`src/rtl/core/dark_channel_min_filter_defines.svh`:
```
// Assertion macros for the dark channel minimum filter.
`ifndef DARK_CHANNEL_MIN_FILTER_DEFINES_SVH
`define DARK_CHANNEL_MIN_FILTER_DEFINES_SVH

// Same-cycle implication, sampled on i_clk, off while i_rst_n is low.
`define DCMF_ASSERT_IMP(lbl, ante, cons) \
    lbl: assert property (@(posedge i_clk) disable iff (!i_rst_n) (ante) |-> (cons)) \
        else $error("dcmf check failed");

// Next-cycle implication, sampled on i_clk, off while i_rst_n is low.
`define DCMF_ASSERT_NXT(lbl, ante, cons) \
    lbl: assert property (@(posedge i_clk) disable iff (!i_rst_n) (ante) |=> (cons)) \
        else $error("dcmf check failed");

`endif

```
`src/rtl/core/dcmf_pkg.sv`:
```
// Shared types, constants and helper functions of the dark channel minimum filter.
`timescale 1ns / 1ps
package dcmf_pkg;

    localparam int DEF_MAX_WIDTH  = 1024;
    localparam int DEF_MAX_RADIUS = 7;
    localparam int MAX_HEIGHT     = 4096;

    localparam logic [7:0] PIX_MAX = 8'd255;

    localparam int CFG_IDX_W  = 2;
    localparam int CFG_DATA_W = 13;

    localparam logic [CFG_IDX_W-1:0] REG_FRAME_WIDTH   = 2'd0;
    localparam logic [CFG_IDX_W-1:0] REG_FRAME_HEIGHT  = 2'd1;
    localparam logic [CFG_IDX_W-1:0] REG_WINDOW_RADIUS = 2'd2;

    localparam logic CMD_PIXEL = 1'b0;
    localparam logic CMD_FLUSH = 1'b1;

    // Field widths sized for the largest parameter values.
    localparam int POS_XW = 12;
    localparam int POS_YW = 13;
    localparam int LINE_W = 5;
    localparam int CFG_WW = 13;
    localparam int CFG_HW = 13;
    localparam int CFG_RW = 4;

    localparam int TREE_N  = 32;
    localparam int TREE_LV = 5;

    localparam int QUEUE_DEPTH = 4;
    localparam int QUEUE_AW    = 2;

    typedef struct packed {
        logic       cmd;
        logic [7:0] blue;
        logic [7:0] green;
    } t_in;

    typedef struct packed {
        logic [7:0] dark_value;
        logic       last_of_frame;
    } t_out;

    typedef struct packed {
        logic [CFG_WW-1:0] width;
        logic [CFG_HW-1:0] height;
        logic [CFG_RW-1:0] radius;
    } t_cfg;

    typedef struct packed {
        logic              is_pix;
        logic [7:0]        value;
        logic [POS_XW-1:0] x;
        logic [POS_YW-1:0] y;
        logic [LINE_W-1:0] line;
        logic              v_en;
        logic              emit;
        logic              last;
        logic [POS_XW-1:0] ox;
    } t_job;

    function automatic logic [7:0] min8(input logic [7:0] a, input logic [7:0] b);
        return (a < b) ? a : b;
    endfunction

    // Balanced minimum over TREE_N bytes, one level of pairs per pass.
    function automatic logic [7:0] min_tree(input logic [TREE_N-1:0][7:0] v);
        logic [TREE_N-1:0][7:0] a;
        a = v;
        for (int lv = 0; lv < TREE_LV; lv++) begin
            for (int i = 0; i < TREE_N / 2; i++) begin
                a[i] = min8(a[2*i], a[2*i+1]);
            end
        end
        return a[0];
    endfunction

endpackage

```
`src/rtl/core/dcmf_queue.sv`:
```
// Short job queue between the front end and the window pipeline.
`timescale 1ns / 1ps
module dcmf_queue (
    input  logic           i_clk,
    input  logic           i_rst_n,
    input  logic           i_push,
    input  dcmf_pkg::t_job i_job,
    input  logic           i_pop,
    output logic           o_full,
    output logic           o_valid,
    output dcmf_pkg::t_job o_job
);

    dcmf_pkg::t_job                r_mem [dcmf_pkg::QUEUE_DEPTH];
    logic [dcmf_pkg::QUEUE_AW-1:0] r_wp, r_rp;
    logic [dcmf_pkg::QUEUE_AW:0]   r_count;

    assign o_full  = (r_count == (dcmf_pkg::QUEUE_AW + 1)'(dcmf_pkg::QUEUE_DEPTH));
    assign o_valid = (r_count != '0);
    assign o_job   = r_mem[r_rp];

    always_ff @(posedge i_clk) begin
        if (i_push) begin
            r_mem[r_wp] <= i_job;
        end
    end

    always_ff @(posedge i_clk) begin
        if (!i_rst_n) begin
            r_wp    <= '0;
            r_rp    <= '0;
            r_count <= '0;
        end else begin
            if (i_push) begin
                r_wp <= r_wp + 1'b1;
            end
            if (i_pop) begin
                r_rp <= r_rp + 1'b1;
            end
            if (i_push && !i_pop) begin
                r_count <= r_count + 1'b1;
            end else if (!i_push && i_pop) begin
                r_count <= r_count - 1'b1;
            end
        end
    end

endmodule

```
`config.mk`:
```
export PLATFORM = sky130hd
export DESIGN_NAME = dcmf_queue
export DESIGN_NICKNAME = d
export VERILOG_FILES = /design/src/rtl/core/dark_channel_min_filter_defines.svh /design/src/rtl/core/dcmf_pkg.sv /design/src/rtl/core/dcmf_queue.sv
export SDC_FILE = /design/constraint.sdc
export NUM_CORES = 1
export LEC_CHECK = 0
export BUFFER_PORTS_ARGS = -buffer_cell sky130_fd_sc_hd__buf_2
export CORE_MARGIN = 1.5
export CORE_UTILIZATION = 57
export CTS_CLUSTER_DIAMETER = 50
export DETAILED_ROUTE_END_ITERATION = 16
export PLACE_DENSITY = 0.78
export SLEW_MARGIN = 20
export SYNTH_ARGS = -nofsm -noshare
export SYNTH_HDL_FRONTEND = slang
export SYNTH_SLANG_ARGS = --single-unit
export TNS_END_PERCENT = 50
```
`constraint.sdc`:
```
create_clock -name i_clk -period 3.1 [get_ports i_clk]
set_input_delay 0.62 -clock i_clk [delete_from_list [all_inputs] [get_ports i_clk]]
set_output_delay 0.62 -clock i_clk [all_outputs]
set_load 0.05 [all_outputs]
```
==> results.txt <==
Inserted Clock Buffers: 22
Tmin final: 2.76 ns
Top cell type by total area after synthesis: edfxtp_1
Initial Utilization: 59.1%
Place WS: 0.823 ns
Ys flop type: edfxtp_1
F_max: 0.362 GHz
Worst VDD drop: 0.479 mV
Async S/R FF share, synth: 0%
Fill count: 870
Hold Fails Final Rpt: 0
Status: finished, final reports clean
Type of the worst setup path: flop to output port
Synth Net Count: 389
Number of enable flip-flop cells after synthesis: 216
Clock-pin slew on the worst setup and hold paths: 0.06 ns
Top post-synthesis cells by count: 216 x edfxtp_1, 50 x mux4_2, 9 x and2_1, 9 x dfxtp_1
FF+latch count, synth: 225
RSZ-0062 raised after global routing: false
Worst EP arrival: 2.14 ns
Largest net degree at the start of global routing: 36
Post-synth top area share: 78.1%
Hpwl dp: 8440 um
CTS tree: done
P_leak: 0.00332 uW
Setup_tns: 0 ns
H-tree depth: 1
Synth unique cells: 21
Die Height: 124 um
Initial antenna violation count: 2
Design Power: 6880 uW
DR iter-0 viols: 258
Die X-Extent: 124 um
Resized Gates After CTS: 0
Post-layout util: 69.5%
CTS Hold Bufs: 0
Top post-synthesis cells by area: edfxtp_1 78%, mux4_2 14%, dfxtp_1 2.2%
DRT Pass-1 Iters: 4
Avg WL per Cell: 21.3 um
IO Port Bufs: 113
Post-route DRC: 0
Final #Nets: 525
Syn-to-layout area delta: 17.5%
Vias in the first global route: 3901
Mapped cell area: 8310 um2
Global-route wire length before repair: 21300 um
Via density: 5.74
Gr usage total: 18.9%
Critical Path Sink Type: output port
Worst slew margin: 61.1%
Post-Route WL: 14000 um
Final period utilization: 89.1%
I/O pin total: 114
Setup bufs post-CTS: 0
Clock Skew: 0.0154 ns
Finished Cell Area: 9760 um2
Max_cap viols: 0
Register area share after synthesis: 80.3%
CP Launch Type: flop
Hold Crit Class: input port to flop
Final setup vio count: 0
Fraction of layout cells with a size suffix above 1: 42.9%
CTS Buffer Depth: 3
PnR worst setup slack: 0.337 ns
Grt total ovfl: 0
Most common cell in the netlist: edfxtp_1
Placed Area: 9120 um2
Worst slew pin tran: 0.584 ns
Req. time, crit path: 2.48 ns
Via Count: 3774
Yosys warnings: 0
CP max FO: 24
Die footprint: 15300 um2
CTS sink count: 225
PwrDens: 706 nW/um2
Post-route ant nets: 0
Worst skew pair latency: 0.50 ns
Core Rows: 43
Gp weighted congestion: 0.699
Synthesized instance count: 325
Fin. max-slew vios: 0
Avg Cell Area, Syn: 25.6 um2
Core area: 14000 um2
Clk root buf: clkbuf_16
[cells by family (layout without fill, tap and decap cells)]
| kind of cell | after synthesis | after routing | synth area share (%) |
|---|---|---|---|
| buf+inv | 16 | 167 | 1.88 |
| flops | 225 | 225 | 80.3 |
| compound gates | 2 | 2 | 0.151 |
| mux | 56 | 56 | 15.1 |
| simple gates | 15 | 15 | 1.11 |
| other cells | 0 | 2 | 0 |
| fa+ha+maj | 6 | 6 | 0.994 |
| xor+xnor | 5 | 5 | 0.527 |
[power breakdown]
group / total [uW] / switching (uW) / leakage, uW / internal, uW
combinational: 987 / 673 / 0.000967 / 314
clock: 2350 / 1020 / 0.000297 / 1330
sequential: 3550 / 59.8 / 0.00206 / 3490
[through the flow]
stage / std cells / hold WS (ns)
finish: 658 / 0.336
global route: 657 / 0.324
CTS: 656 / 0.319
detailed placement: 617 / 0.499
global placement: 617 / 0.482
floorplan: 325 / 0.467
[cells in the final DEF, fill, tap and decap left out, types with 2 or more instances in the layout]
master,n
edfxtp_1,216
buf_2,113
mux4_2,50
clkbuf_16,22
clkbuf_1,13
dfxtp_1,7
buf_12,6
and2_1,5
ha_1,5
buf_4,5
inv_1,4
and2_2,4
mux4_1,4
xor2_1,3
diode_2,2
or3_1,2
xnor2_1,2
mux2i_1,2
nor2b_1,2
clkinv_1,2
[final timing paths]
kind,end,slack (ns),startpoint,cells past startpoint
max,o_job[50],0.34,flop,3
min,r_mem[1][16],0.34,i_job[16],1
max reg2reg,r_mem[3][28],1.50,r_wp[0],3
min reg2reg,r_count[2],0.51,r_count[2],2
[final cells by class]
| cell class | instances | area, um2 | share of cell area (%) |
|---|---|---|---|
| Antenna cell | 2 | 5.00 | 0.0513 |
| Clock buffer | 35 | 599 | 6.14 |
| Clock inverter | 4 | 31.3 | 0.321 |
| Inverter | 4 | 15.0 | 0.154 |
| Multi-Input combinational cell | 84 | 1490 | 15.2 |
| Sequential cell | 225 | 6670 | 68.4 |
| Tap cell | 180 | 225 | 2.31 |
| Timing Repair Buffer | 124 | 723 | 7.41 |
[state kept, by name (all words and copies together), names as in the netlist, named ones only]
| signal | cells |
|---|---|
| r_rp | 2 |
| r_mem | 216 |
| r_wp | 2 |
| r_count | 3 |
[per-layer routing]
metal / share of wire (%) / vias to the layer above / routed length [um] / track usage (%)
met5: 0 / - / 0 / 0
met4: 2.0 / 0 / 286 / 5.53
met1: 41 / 1958 / 5690 / 25.6
li1: - / 1651 / - / -
met2: 51 / 143 / 7130 / 31.8
met3: 6.3 / 22 / 878 / 3.80
[critical path, cell delays in order, from the launching register on]
cell and delay [ns]:
dfxtp_4 0.52, buf_12 0.27, mux4_1 0.61, buf_2 0.24
No activity file was read; power rests on OpenSTA's default activity.
