`config.mk`:
```
export PLATFORM = sky130hd
export DESIGN_NAME = dcmf_front
export DESIGN_NICKNAME = d
export VERILOG_FILES = /design/src/rtl/core/dark_channel_min_filter_defines.svh /design/src/rtl/core/dcmf_pkg.sv /design/src/rtl/core/dcmf_front.sv
export SDC_FILE = /design/constraint.sdc
export NUM_CORES = 1
export LEC_CHECK = 0
export ABC_CLOCK_PERIOD_IN_PS = 13250
export BUFFER_PORTS_ARGS = -buffer_cell sky130_fd_sc_hd__buf_4
export CAP_MARGIN = 30
export CORE_UTILIZATION = 63
export DETAILED_ROUTE_END_ITERATION = 8
export GPL_TIMING_DRIVEN = 0
export PLACE_DENSITY = 0.91
export SLEW_MARGIN = 20
export SYNTH_ARGS = -nofsm -noshare
export SYNTH_HDL_FRONTEND = slang
export SYNTH_SLANG_ARGS = --single-unit
```
`constraint.sdc`:
```
create_clock -name i_clk -period 13.25 [get_ports i_clk]
set_clock_uncertainty 0.05 [all_clocks]
set_input_delay 0.6625 -clock i_clk [delete_from_list [all_inputs] [get_ports i_clk]]
set_output_delay 0.6625 -clock i_clk [all_outputs]
set_load 0.1 [all_outputs]
```
`src/rtl/core/dark_channel_min_filter_defines.svh`:
```
// Assertion macros for the dark channel minimum filter.
`ifndef DARK_CHANNEL_MIN_FILTER_DEFINES_SVH
`define DARK_CHANNEL_MIN_FILTER_DEFINES_SVH

// Same-cycle implication, sampled on i_clk, off while i_rst_n is low.
`define DCMF_ASSERT_IMP(lbl, ante, cons) \
    lbl: assert property (@(posedge i_clk) disable iff (!i_rst_n) (ante) |-> (cons)) \
        else $error("dcmf check failed");

// Next-cycle implication, sampled on i_clk, off while i_rst_n is low.
`define DCMF_ASSERT_NXT(lbl, ante, cons) \
    lbl: assert property (@(posedge i_clk) disable iff (!i_rst_n) (ante) |=> (cons)) \
        else $error("dcmf check failed");

`endif

```
`src/rtl/core/dcmf_pkg.sv`:
```
// Shared types, constants and helper functions of the dark channel minimum filter.
`timescale 1ns / 1ps
package dcmf_pkg;

    localparam int DEF_MAX_WIDTH  = 1024;
    localparam int DEF_MAX_RADIUS = 7;
    localparam int MAX_HEIGHT     = 4096;

    localparam logic [7:0] PIX_MAX = 8'd255;

    localparam int CFG_IDX_W  = 2;
    localparam int CFG_DATA_W = 13;

    localparam logic [CFG_IDX_W-1:0] REG_FRAME_WIDTH   = 2'd0;
    localparam logic [CFG_IDX_W-1:0] REG_FRAME_HEIGHT  = 2'd1;
    localparam logic [CFG_IDX_W-1:0] REG_WINDOW_RADIUS = 2'd2;

    localparam logic CMD_PIXEL = 1'b0;
    localparam logic CMD_FLUSH = 1'b1;

    // Field widths sized for the largest parameter values.
    localparam int POS_XW = 12;
    localparam int POS_YW = 13;
    localparam int LINE_W = 5;
    localparam int CFG_WW = 13;
    localparam int CFG_HW = 13;
    localparam int CFG_RW = 4;

    localparam int TREE_N  = 32;
    localparam int TREE_LV = 5;

    localparam int QUEUE_DEPTH = 4;
    localparam int QUEUE_AW    = 2;

    typedef struct packed {
        logic       cmd;
        logic [7:0] blue;
        logic [7:0] green;
    } t_in;

    typedef struct packed {
        logic [7:0] dark_value;
        logic       last_of_frame;
    } t_out;

    typedef struct packed {
        logic [CFG_WW-1:0] width;
        logic [CFG_HW-1:0] height;
        logic [CFG_RW-1:0] radius;
    } t_cfg;

    typedef struct packed {
        logic              is_pix;
        logic [7:0]        value;
        logic [POS_XW-1:0] x;
        logic [POS_YW-1:0] y;
        logic [LINE_W-1:0] line;
        logic              v_en;
        logic              emit;
        logic              last;
        logic [POS_XW-1:0] ox;
    } t_job;

    function automatic logic [7:0] min8(input logic [7:0] a, input logic [7:0] b);
        return (a < b) ? a : b;
    endfunction

    // Balanced minimum over TREE_N bytes, one level of pairs per pass.
    function automatic logic [7:0] min_tree(input logic [TREE_N-1:0][7:0] v);
        logic [TREE_N-1:0][7:0] a;
        a = v;
        for (int lv = 0; lv < TREE_LV; lv++) begin
            for (int i = 0; i < TREE_N / 2; i++) begin
                a[i] = min8(a[2*i], a[2*i+1]);
            end
        end
        return a[0];
    endfunction

endpackage

```
`src/rtl/core/dcmf_front.sv`:
```
// Front end: configuration registers, item classification and position counters.
`timescale 1ns / 1ps
module dcmf_front #(
    parameter int MAX_WIDTH  = dcmf_pkg::DEF_MAX_WIDTH,
    parameter int MAX_RADIUS = dcmf_pkg::DEF_MAX_RADIUS
) (
    input  logic                            i_clk,
    input  logic                            i_rst_n,
    input  logic                            i_cfg_we,
    input  logic [dcmf_pkg::CFG_IDX_W-1:0]  i_cfg_index,
    input  logic [dcmf_pkg::CFG_DATA_W-1:0] i_cfg_data,
    input  logic                            i_in_valid,
    input  dcmf_pkg::t_in                   i_in_data,
    input  logic                            i_q_full,
    output logic                            o_in_ready,
    output logic                            o_push,
    output dcmf_pkg::t_job                  o_job,
    output dcmf_pkg::t_cfg                  o_cfg
);

    localparam int LANES = 2 * MAX_RADIUS + 1;
    localparam int LAG_W = $clog2(MAX_RADIUS * MAX_WIDTH + MAX_RADIUS + 1);

    logic [10:0] r_width;
    logic [12:0] r_height;
    logic [2:0]  r_radius;

    logic [dcmf_pkg::POS_XW-1:0] r_x, r_ox;
    logic [dcmf_pkg::POS_YW-1:0] r_y, r_oy;
    logic [dcmf_pkg::LINE_W-1:0] r_line;
    logic [LAG_W-1:0]            r_lead;

    dcmf_pkg::t_cfg   w_cfg;
    logic [LAG_W-1:0] w_lag;
    logic             w_accept, w_pix, w_flush, w_fill, w_emit, w_last;
    logic [7:0]       w_min;

    always_comb begin
        if (r_width == 11'd0) begin
            w_cfg.width = dcmf_pkg::CFG_WW'(1);
        end else if ({2'b0, r_width} > dcmf_pkg::CFG_WW'(MAX_WIDTH)) begin
            w_cfg.width = dcmf_pkg::CFG_WW'(MAX_WIDTH);
        end else begin
            w_cfg.width = {2'b0, r_width};
        end
        if (r_height == 13'd0) begin
            w_cfg.height = dcmf_pkg::CFG_HW'(1);
        end else if (r_height > dcmf_pkg::CFG_HW'(dcmf_pkg::MAX_HEIGHT)) begin
            w_cfg.height = dcmf_pkg::CFG_HW'(dcmf_pkg::MAX_HEIGHT);
        end else begin
            w_cfg.height = r_height;
        end
        if ({1'b0, r_radius} > dcmf_pkg::CFG_RW'(MAX_RADIUS)) begin
            w_cfg.radius = dcmf_pkg::CFG_RW'(MAX_RADIUS);
        end else begin
            w_cfg.radius = {1'b0, r_radius};
        end
    end

    assign o_cfg = w_cfg;
    assign w_lag = LAG_W'(w_cfg.radius) * LAG_W'(w_cfg.width) + LAG_W'(w_cfg.radius);

    // Past the last pixel of a short frame, step the window alone until the lag is reached.
    assign w_fill     = w_flush && (r_lead != w_lag);
    assign o_in_ready = !i_q_full && !w_fill;
    assign w_accept   = i_in_valid && o_in_ready;
    assign w_pix      = (i_in_data.cmd == dcmf_pkg::CMD_PIXEL) && (r_y < w_cfg.height);
    assign w_flush    = (r_y >= w_cfg.height);
    assign o_push     = (w_accept && (w_pix || w_flush)) || (w_fill && !i_q_full);

    assign w_emit = (r_lead == w_lag);
    assign w_last = w_emit && (r_oy == w_cfg.height - 1'b1)
                  && ({1'b0, r_ox} == w_cfg.width - 1'b1);

    // Zero never wins: map it to full scale.
    always_comb begin
        w_min = dcmf_pkg::min8(i_in_data.blue, i_in_data.green);
        if (w_min == 8'd0) begin
            w_min = dcmf_pkg::PIX_MAX;
        end
        o_job.is_pix = w_pix;
        o_job.value  = w_min;
        o_job.x      = r_x;
        o_job.y      = r_y;
        o_job.line   = r_line;
        o_job.v_en   = (r_y >= dcmf_pkg::POS_YW'(w_cfg.radius));
        o_job.emit   = w_emit;
        o_job.last   = w_last;
        o_job.ox     = r_ox;
    end

    always_ff @(posedge i_clk) begin
        if (!i_rst_n) begin
            r_width  <= 11'd1024;
            r_height <= 13'd1024;
            r_radius <= 3'd5;
            r_x      <= '0;
            r_y      <= '0;
            r_ox     <= '0;
            r_oy     <= '0;
            r_line   <= '0;
            r_lead   <= '0;
        end else if (i_cfg_we && (i_cfg_index == dcmf_pkg::REG_FRAME_WIDTH
                               || i_cfg_index == dcmf_pkg::REG_FRAME_HEIGHT
                               || i_cfg_index == dcmf_pkg::REG_WINDOW_RADIUS)) begin
            case (i_cfg_index)
                dcmf_pkg::REG_FRAME_WIDTH:   r_width  <= i_cfg_data[10:0];
                dcmf_pkg::REG_FRAME_HEIGHT:  r_height <= i_cfg_data[12:0];
                dcmf_pkg::REG_WINDOW_RADIUS: r_radius <= i_cfg_data[2:0];
                default: ;
            endcase
            // Drop the frame in progress.
            r_x    <= '0;
            r_y    <= '0;
            r_ox   <= '0;
            r_oy   <= '0;
            r_line <= '0;
            r_lead <= '0;
        end else if (o_push) begin
            if (w_last) begin
                r_x    <= '0;
                r_y    <= '0;
                r_ox   <= '0;
                r_oy   <= '0;
                r_line <= '0;
                r_lead <= '0;
            end else begin
                if ({1'b0, r_x} == w_cfg.width - 1'b1) begin
                    r_x    <= '0;
                    r_y    <= r_y + 1'b1;
                    r_line <= (r_line == dcmf_pkg::LINE_W'(LANES - 1)) ? '0 : r_line + 1'b1;
                end else begin
                    r_x <= r_x + 1'b1;
                end
                if (!w_emit) begin
                    r_lead <= r_lead + 1'b1;
                end else if ({1'b0, r_ox} == w_cfg.width - 1'b1) begin
                    r_ox <= '0;
                    r_oy <= r_oy + 1'b1;
                end else begin
                    r_ox <= r_ox + 1'b1;
                end
            end
        end
    end

endmodule

```
==> reports/qor.txt, run 1 <==
RSZ-0062 raised after global routing = no
Share of the synthesized area in the top cell type = 23.2%
Worst R2R Path Depth = 19
Die Y = 116 µm
Hold WS = 0.466 ns
Fraction of registers with async set/reset = 0%
Compound-cell area share of the yosys netlist = 16.1%
Switch share = 32.2%
Layout cells sized above 1 = 14.6%
First-iteration detailed-routing DRC count = 932
Synth area leaders = dfxtp_1 (23%), ha_1 (8.4%), nand2_1 (5.5%)
Post-CTS sizing = 0
Fin. max-slew vios = 0
Critical R2R Capture = r_ox[11]
Largest net degree at the start of global routing = 16
Post-CTS Setup Bufs = 0
Worst setup EP type = output pin
Critical Path AT = 6.62 ns
Warnings, synthesis = 0
Post-synth EDFFs = 0
Peak VDD IR = 0.0648 mV
Area grow syn2layout = 17.3%
Achievable clock frequency = 136 MHz
R2r setup slk = 6.37 ns
Vias in the first global route = 7618
Clock slew at reported path FFs = 0.07 ns
I/O Pins = 123
Sequential share of power = 39.0%
Worst min path class = reg2reg
Initial antenna violation count = 0
Clock power frac = 37.5%
Critical-path maximum fanout = 10
Final wirelength = 23.7 mm
HP Start = r_height[1]
Core Area = 12700 µm²
Worst-Skew Late Latency = 0.36 ns
Cell taking the most area after synthesis = dfxtp_1
Drt first pass iters = 5
Global Route Usage Sum = 35.4%
Main synth FF type = dfxtp_1
Vias = 8571
DR WL/cell = 17.2 µm
Global-route wire length before repair = 37.5 mm
Clock buffer depth = 2
Htree depth = 3
Synth Cell Area = 8210 µm²
Worst-margin pin slew = 0.897 ns
Post-synthesis xor/xnor area fraction = 8.00%
Setup CP Type = reg2out
Internal = 0.509 mW
TritonCTS Buffers = 9
Fin cells = 1379
Post-CTS Hold Buffers = 0
Yosys cell types = 73
Final ANT Viol Nets = 0
Crit path cell chain = clkbuf_1 -> nor4_2 -> a31oi_1 -> nor2_1 -> nand2_1 -> fa_1 -> inv_1 -> fa_1 -> fa_1 -> a21o_1 -> a221oi_1 -> o31ai_1 -> xnor2_1 -> nand4_1 -> o31a_1 -> clkbuf_1 -> buf_4
Post-synthesis mux area share = 4.40%
Final setup fails = 0
Leak = 4.16 nW
Die area = 13500 µm²
Most frequent CP cell = fa_1
Diodes inserted = 0
Synthesized flop and latch total = 95
Mapped Cells = 1072
Starting Density = 64.8%
CP startpoint kind = flop
Hold Path Cell Cnt = 2
WHS Endpoint = r_height[1]
Synthesized-area fraction occupied by and/or/nand/nor cells = 30.8%
Avg Vias per Cell = 6.22
Fin. Hold Viols = 0
Hpwl dp = 17.9 mm
Die boundary width = 116 µm
Final Critical Period = 7.33 ns
Max-cap violations = 0
Share of the yosys chip area belonging to registers = 23.2%
# clock sinks = 95
Status = finished clean
Final #Nets = 1306
Core Rows = 41
Remaining global-route overflow = 0
Logic pwr share = 23.5%
PwrDens = 77.9 nW/µm²
Psw = 0.241 mW
Fin Setup TNS = 0 ns
Final worst path period share = 55.4%
Relative slew slack = 39.4%
PortBufs = 118
Remaining DRCs = 0
TritonCTS clock tree = yes
Gp weighted congestion = 0.978
Average size of a mapped cell = 7.66 µm²
CP max-delay cell = nor4_2
CTS root buffer = clkbuf_16
Critical Path Max Stage Delay = 0.66 ns
Total placed cells including tap cells = 1364
Critical R2R Launch = r_width[4]
Combinational family with the most area after synthesis = simple AND/OR/NAND/NOR gates
Adder-cell share of the synthesized area = 11.1%
WP data required = 12.54 ns
## Yosys cell counts (17+ instances only)
master and count:
dfxtp_1 95, o21ai_0 30, inv_1 66, a21oi_1 42
nor2_1 92, nand3_1 44, and3_1 23, nand2b_1 21
nor3_1 17, nand4_1 29, xnor2_1 47, ha_1 55
mux2i_1 35, nand2_1 120, xor2_1 28, a21o_1 19
or3_1 17, nor2b_1 28, clkbuf_1 44
## per-layer routing
| layer | share of wire (%) | global-route usage [%] | up-vias |
|---|---|---|---|
| met3 | 8.0 | 5.81 | 79 |
| met1 | 42 | 45.9 | 3993 |
| met5 | 0 | 0 | - |
| met4 | 3.9 | 16.2 | 0 |
| li1 | - | - | 4048 |
| met2 | 46 | 57.8 | 451 |
## cells by family after synthesis
| logic type | after synthesis |
|---|---|
| mux | 36 |
| simple gates | 476 |
| xor+xnor | 75 |
| flops | 95 |
| other cells | 1 |
| compound gates | 193 |
| buf+inv | 130 |
| fa+ha+maj | 66 |
## through the flow
stage	utilization, %	setup WS (ns)	total power, mW	cell area (µm²)
floorplan	-	5.52	0.428	8220
global placement	73.5	6.59	0.469	9320
detailed placement	73.5	6.50	0.471	9320
CTS	76.0	6.10	0.745	9630
global route	76.0	5.63	0.772	9630
finish	76.0	5.92	0.750	9630
## cell usage in the layout (no fill, tap or decap), drive strengths merged, types with 4 or more instances in the layout
cell type,Yosys,final
buf,19,137
nand2,120,120
dfxtp,95,95
nor2,93,93
inv,66,66
ha,55,55
clkbuf,45,54
xnor2,47,47
nand3,44,44
a21oi,43,43
mux2i,35,35
o21ai,30,30
nand4,29,29
nor2b,28,28
xor2,28,28
and3,23,23
nand2b,21,21
a21o,19,19
nor3,18,18
or3,17,17
or4,17,17
nor4,16,16
a21boi,14,14
a211oi,13,13
fa,11,11
o31ai,10,10
a211o,9,9
nand3b,9,9
and2,9,9
and4,8,8
a31oi,7,7
or2,7,7
o21a,6,6
o211ai,5,5
nor4b,5,5
a22oi,4,4
a22o,4,4
## sequential cells by signal, indices dropped and copies added, names as in the netlist
name and cells:
r_lead 13, r_y 13, r_x 12, r_radius 3
r_line 5, r_ox 12, r_width 11, r_height 13
r_oy 13
## worst max-delay path, delay by kind of cell (launching register included)
kind | cells | cell delay [ns]
compound gates | 5 | 1.55
xor+xnor | 1 | 0.17
fa+ha+maj | 3 | 1.53
buf+inv | 4 | 1.16
flops | 1 | 0.30
simple gates | 4 | 1.53
## power by group through the flow
stage	registers (mW)	clock network, mW	logic (mW)
detailed placement	0.299	0	0.172
global placement	0.299	0	0.170
finish	0.293	0.281	0.176
CTS	0.292	0.279	0.173
floorplan	0.301	0	0.127
global route	0.293	0.292	0.187
## how the worst max path moves through the flow
stage                     cells past startpoint  startpoint    endpoint
after detailed placement                     17  r_width[4]      o_push
after floorplan                              17  r_width[2]  o_in_ready
final                                        17  r_width[4]      o_push
after global routing                         17  r_width[7]      o_push
after global placement                       17  r_width[2]      o_push
after CTS                                    17  r_width[4]      o_push
## cell type report
cell class	count	area, µm²
Timing Repair Buffer	118	886
Buffer	64	280
Fill cell	970	3040
Sequential cell	95	1900
Clock inverter	6	86.3
Multi-Input combinational cell	849	5790
Clock buffer	9	225
Inverter	66	248
Tap cell	172	215
(Power assumes the default switching activity.)
==> inputs of run 2 (changes only) <==
Settings changed: ABC_CLOCK_PERIOD_IN_PS 13250 to 6000, CORE_UTILIZATION 63 to 53, PLACE_DENSITY 0.91 to 0.82.
Clock period 13.25 ns to 6 ns, I/O delays scaled along.
==> reports/qor.txt, run 2 (same netlist as run 1, synthesis figures left out) <==
Storage element area = 1900 µm² (unchanged)
Fill count = 1312 (+35%)
Layout cells sized above 1 = 16.9% (+2.3 points)
CP startpoint kind = flop
Peak VDD IR = 0.168 mV (+160%)
Drt first pass iters = 6 (+1)
Avg Vias per Cell = 6.06 (-2.4%)
Final Critical Period = 5.83 ns
Worst-Skew Late Latency = 0.35 ns (about the same)
Setup CP Type = reg2out
Remaining DRCs = 0 (unchanged)
Starting Density = 54.2% (-11 points)
Final #Nets = 1312 (+0.46%)
PwrDens = 174 nW/µm² (+120%)
# clock sinks = 95 (unchanged)
Hpwl dp = 18.3 mm (+2.2%)
Clock slew at reported path FFs = 0.07 ns (about the same)
PortBufs = 118 (unchanged)
Final wirelength = 23.8 mm (+0.36%)
Layout Cell Area excl Fill = 9870 µm² (+2.5%)
Crit path cell chain = clkbuf_1 -> nor4_4 -> a31oi_1 -> nor2_4 -> nand2_1 -> fa_1 -> inv_1 -> fa_1 -> ha_1 -> a21o_1 -> nand4_1 -> a2111oi_4 -> or4_1 -> a211o_2 -> nor2_2 -> and4_1 -> buf_4 -> buf_6
Largest net degree at the start of global routing = 17 (+1)
Vias = 8501 (-0.82%)
Critical Path Max Stage Delay = 0.55 ns (-0.11 ns)
Area post-placement = 9390 µm² (+0.79%)
Fin. Hold Viols = 0 (unchanged)
Commonest non-fill, non-tap cell in the layout = buf_4
I/O Pins = 123 (unchanged)
Final Util = 65.2% (-11 points)
Gp weighted congestion = 0.964 (-1.4%)
Final worst path period share = 97.1%
DR WL/cell = 17.0 µm (-1.3%)
Leak = 4.24 nW (+1.9%)
Most frequent cells in the layout = buf_4 (130), nand2_1 (120), dfxtp_1 (95)
Core Area = 15100 µm² (+20%)
Achievable clock frequency = 172 MHz
Worst-margin pin slew = 0.953 ns (+0.0563 ns)
Fin. max-slew vios = 0 (unchanged)
Area grow syn2layout = 20.2%
Diodes inserted = 0 (unchanged)
First-iteration detailed-routing DRC count = 921 (-1.2%)
Vias in the first global route = 7766 (+1.9%)
Global-route wire length before repair = 38.2 mm (+2.0%)
Most frequent CP cell = fa_1
Post-CTS Hold Buffers = 0 (unchanged)
Critical-path maximum fanout = 10 (unchanged)
CTS root buffer = clkbuf_16
Htree depth = 3 (unchanged)
Global Route Usage Sum = 29.5% (-5.8 points)
Clock buffer depth = 2 (unchanged)
Status = finished clean
Initial antenna violation count = 0 (unchanged)
Critical Path AT = 5.48 ns (-1.14 ns)
CP max-delay cell = fa_1
Worst setup EP type = output pin
Worst min path class = in2reg
Total power = 1.72 mW (+130%)
Remaining global-route overflow = 0 (unchanged)
Multi-input gate area = 5910 µm² (+2.1%)
TritonCTS Buffers = 9 (unchanged)
Max-cap violations = 0 (unchanged)
Die boundary width = 126 µm (+8.9%)
Final ANT Viol Nets = 0 (unchanged)
Core Rows = 45 (+9.8%)
Final setup fails = 0 (unchanged)
Relative slew slack = 35.5% (-3.8 points)
Die area = 16000 µm² (+19%)
WP data required = 5.65 ns (-6.89 ns)
Die Y = 126 µm (+8.9%)
TritonCTS clock tree = yes
run 2: cell count changes in the layout (fill, tap and decap cells not counted), moves of 4 or more:
cell / previous run / this run
nor2b_1: 28 / 22
buf_4: 125 / 130
nor2_1: 92 / 88
clkbuf_1: 44 / 40
run 2: what timing repair did:
item                       4_1_cts  5_1_grt
pin swaps                        3        2
setup buffers                    3        3
setup endpoints to repair       72       67
gates resized for setup         12       15
run 2: final timing paths:
path | startpoint | endpoint | depth (start not counted) | slack, ns
worst max-delay path | r_width[7] | o_job[12] | 18 | 0.17
worst min-delay path | i_cfg_data[10] | r_height[10] | 3 | 0.17
worst max register to register | r_width[7] | r_x[3] | 21 | 0.17
worst min register to register | r_line[4] | r_line[4] | 1 | 0.45
run 2: stage by stage:
step           hold WS (ns)  setup slack [ns]  cells  TNS [ns]
6_report              0.174             0.174   1402         0
5_1_grt               0.163           -0.0695   1402     -1.30
4_1_cts               0.163            0.0425   1399         0
3_5_place_dp          0.439            -0.702   1380    -36.67
3_3_place_gp          0.436            -0.637   1380    -30.90
2_1_floorplan         0.374            0.0299   1074         0
run 2: layer usage:
layer	global-route usage, %	vias to the layer above	share of wire (%)
met2	49.1	352	47
met4	9.50	0	2.7
met5	0	-	0
met1	39.3	4028	43
li1	-	4066	-
met3	4.43	55	6.9
run 2: critical path: cells and delay by family, from the launching register on:
| kind | cells | cell delay, ns |
|---|---|---|
| simple gates | 7 | 1.83 |
| fa+ha+maj | 3 | 1.38 |
| compound gates | 4 | 1.00 |
| buf+inv | 4 | 0.61 |
| flops | 1 | 0.30 |
run 2: final cells by class:
type	instances	area share (%)
multi-input combinational	849	59.9
sequential	95	19.3
timing repair buffer	124	9.51
buffer	64	2.99
inverter	66	2.51
tap	188	2.38
clock buffer	10	2.32
clock inverter	6	1.17
run 2: report_power, final:
part / internal (mW) / leakage (nW) / switching (mW)
sequential: 0.637 / 0.767 / 0.00902
clock: 0.411 / 0.164 / 0.260
combinational: 0.132 / 3.31 / 0.269
total: 1.18 / 4.24 / 0.539
==> inputs of run 3 (changes only) <==
Settings changed: ABC_CLOCK_PERIOD_IN_PS 6000 to 7400, CORE_UTILIZATION 53 to 63, PLACE_DENSITY 0.82 to 0.91.
Clock period 6 ns to 7.4 ns, I/O delays scaled along.
==> reports/qor.txt, run 3 (same netlist as run 1, synthesis figures left out) <==
Worst path top cell family by delay = compound AO/OA/AOI/OAI gates
Hold WS = 0.215 ns (+0.0403 ns)
Clock power frac = 37.9% (-1.2 points)
Die boundary width = 116 µm (-8.1%)
Clock slew at reported path FFs = 0.07 ns (about the same)
Final wirelength = 23.6 mm (-0.94%)
Post-CTS Setup Bufs = 0 (-3)
Hpwl dp = 18.0 mm (-1.6%)
Storage element area = 1900 µm² (unchanged)
Die area = 13500 µm² (-16%)
Internal = 0.922 mW (-22%)
Post-CTS Hold Buffers = 0 (unchanged)
Crit path cell chain = clkbuf_1 -> nor4_1 -> a31oi_1 -> nor2_2 -> nand2_1 -> fa_1 -> inv_1 -> fa_1 -> ha_1 -> a21o_1 -> nand4_1 -> a2111oi_0 -> or4_1 -> a211o_1 -> o31a_1 -> clkbuf_1 -> buf_4
I/O Pins = 123 (unchanged)
Final setup fails = 0 (unchanged)
Layout cells sized above 1 = 14.7% (-2.2 points)
First-iteration detailed-routing DRC count = 813 (-12%)
Remaining global-route overflow = 0 (unchanged)
Starting Density = 64.8% (+11 points)
Critical R2R Launch = r_width[7]
R2r setup slk = 0.62 ns (+0.45 ns)
Multi-input gate area = 5790 µm² (-2.0%)
Psw = 0.433 mW (-20%)
Area grow syn2layout = 17.4%
Achievable clock frequency = 144 MHz
Vias = 8555 (+0.64%)
Switch share = 32.0% (+0.61 points)
Final worst path period share = 93.6%
Worst Path Buf+Inv = 4 (unchanged)
Commonest non-fill, non-tap cell in the layout = buf_4
# clock sinks = 95 (unchanged)
TritonCTS Buffers = 9 (unchanged)
Fin Setup TNS = 0 ns (unchanged)
DR WL/cell = 17.1 µm (+0.72%)
Global Route Usage Sum = 35.5% (+6.0 points)
Post-CTS sizing = 0 (-12)
Final ANT Viol Nets = 0 (unchanged)
PwrDens = 140 nW/µm² (-19%)
Relative slew slack = 40.8% (+5.2 points)
TritonCTS clock tree = yes
Setup CP Type = reg2out
Critical R2R Capture = r_x[6]
Worst min path class = in2reg
Sequential share of power = 38.7% (+1.1 points)
Fin. Hold Viols = 0 (unchanged)
Core Area = 12700 µm² (-16%)
Drt first pass iters = 5 (-1)
Die Y = 116 µm (-8.1%)
Vias in the first global route = 7701 (-0.84%)
CP max-delay cell = nor4_1
Worst R2R Path Depth = 21 (unchanged)
HP Start = i_cfg_data[10]
Worst setup endpoint = o_push
Global-route wire length before repair = 37.9 mm (-0.94%)
Critical Path AT = 6.50 ns (+1.02 ns)
Gp weighted congestion = 0.981 (+1.7%)
CP startpoint kind = flop
Critical-path maximum fanout = 10 (unchanged)
Total power = 1.35 mW (-21%)
Max-cap violations = 0 (unchanged)
Htree depth = 3 (unchanged)
Initial antenna violation count = 0 (unchanged)
Setup crit start = r_width[7]
Clock buffer depth = 2 (unchanged)
Status = finished clean
Worst-margin pin slew = 0.887 ns (-0.0666 ns)
Largest net degree at the start of global routing = 16 (-1)
Worst setup EP type = output pin
Leak = 4.16 nW (-1.7%)
RSZ-0062 raised after global routing = no
Worst-Skew Late Latency = 0.35 ns (about the same)
Most frequent cells in the layout = buf_4 (125), nand2_1 (120), dfxtp_1 (95)
WP data required = 6.98 ns (+1.33 ns)
Remaining DRCs = 0 (unchanged)
Peak VDD IR = 0.103 mV (-39%)
CTS root buffer = clkbuf_16
PortBufs = 118 (unchanged)
Final Critical Period = 6.92 ns
Final #Nets = 1306 (-0.46%)
Avg Vias per Cell = 6.20 (+2.3%)
Fill count = 957 (-27%)
Logic pwr share = 23.4% (about the same)
Critical Path Max Stage Delay = 0.66 ns (+0.11 ns)
Diodes inserted = 0 (unchanged)
Fin. max-slew vios = 0 (unchanged)
WP depth = 17 (-1)
Core Rows = 41 (-8.9%)
-- run 3: changes by cell type in the layout (fill, tap and decap cells not counted), moves of 3 or more --
cell	previous run	this run
nor2_1	88	91
clkbuf_1	40	44
clkbuf_2	4	1
nor2b_2	3	0
nor2b_4	3	0
nor2b_1	22	28
nor2_4	3	0
buf_4	130	125
-- run 3: layout make-up --
class,count,share of cell area (%)
clock inverter,5,0.843
clock buffer,10,2.48
multi-input combinational,849,60.1
sequential,95,19.7
buffer,64,2.91
tap,172,2.23
timing repair buffer,118,9.19
inverter,66,2.57
-- run 3: through the flow --
step | cell area (µm²) | utilization (%) | setup slack, ns | std cells
final | 9640 | 76.1 | 0.477 | 1379
after global routing | 9640 | 76.1 | 0.198 | 1379
after CTS | 9640 | 76.1 | 0.626 | 1379
after detailed placement | 9320 | 73.6 | 0.890 | 1364
after global placement | 9320 | 73.6 | 0.978 | 1364
after floorplan | 8220 | - | 0.176 | 1074
-- run 3: how the worst min path moves through the flow --
stage | to | slack (ns) | cells after the start
6_report | r_height[10] | 0.21 | 3
3_5_place_dp | r_height[0] | 0.45 | 2
5_1_grt | r_height[10] | 0.23 | 3
2_1_floorplan | r_lead[12] | 0.41 | 2
3_3_place_gp | r_line[4] | 0.44 | 1
4_1_cts | r_height[10] | 0.21 | 3
-- run 3: layer usage --
metal	wire [µm]	GRT usage (%)
met5	0	0
met4	795	15.4
met1	9930	45.7
met3	1760	5.19
met2	11100	59.5
-- run 3: worst reg2reg max path, delay by kind of cell, from the launching register on --
kind / cells / cell delay [ns]
buf+inv: 5 / 1.15
simple gates: 7 / 2.13
compound gates: 5 / 1.32
fa+ha+maj: 3 / 1.54
xor+xnor: 1 / 0.19
flops: 1 / 0.30
-- run 3: power groups by stage --
stage / registers, mW / logic [mW] / clock network (mW)
finish: 0.524 / 0.317 / 0.514
global route: 0.524 / 0.337 / 0.534
CTS: 0.523 / 0.312 / 0.512
detailed placement: 0.535 / 0.310 / 0
global placement: 0.535 / 0.304 / 0
floorplan: 0.539 / 0.228 / 0
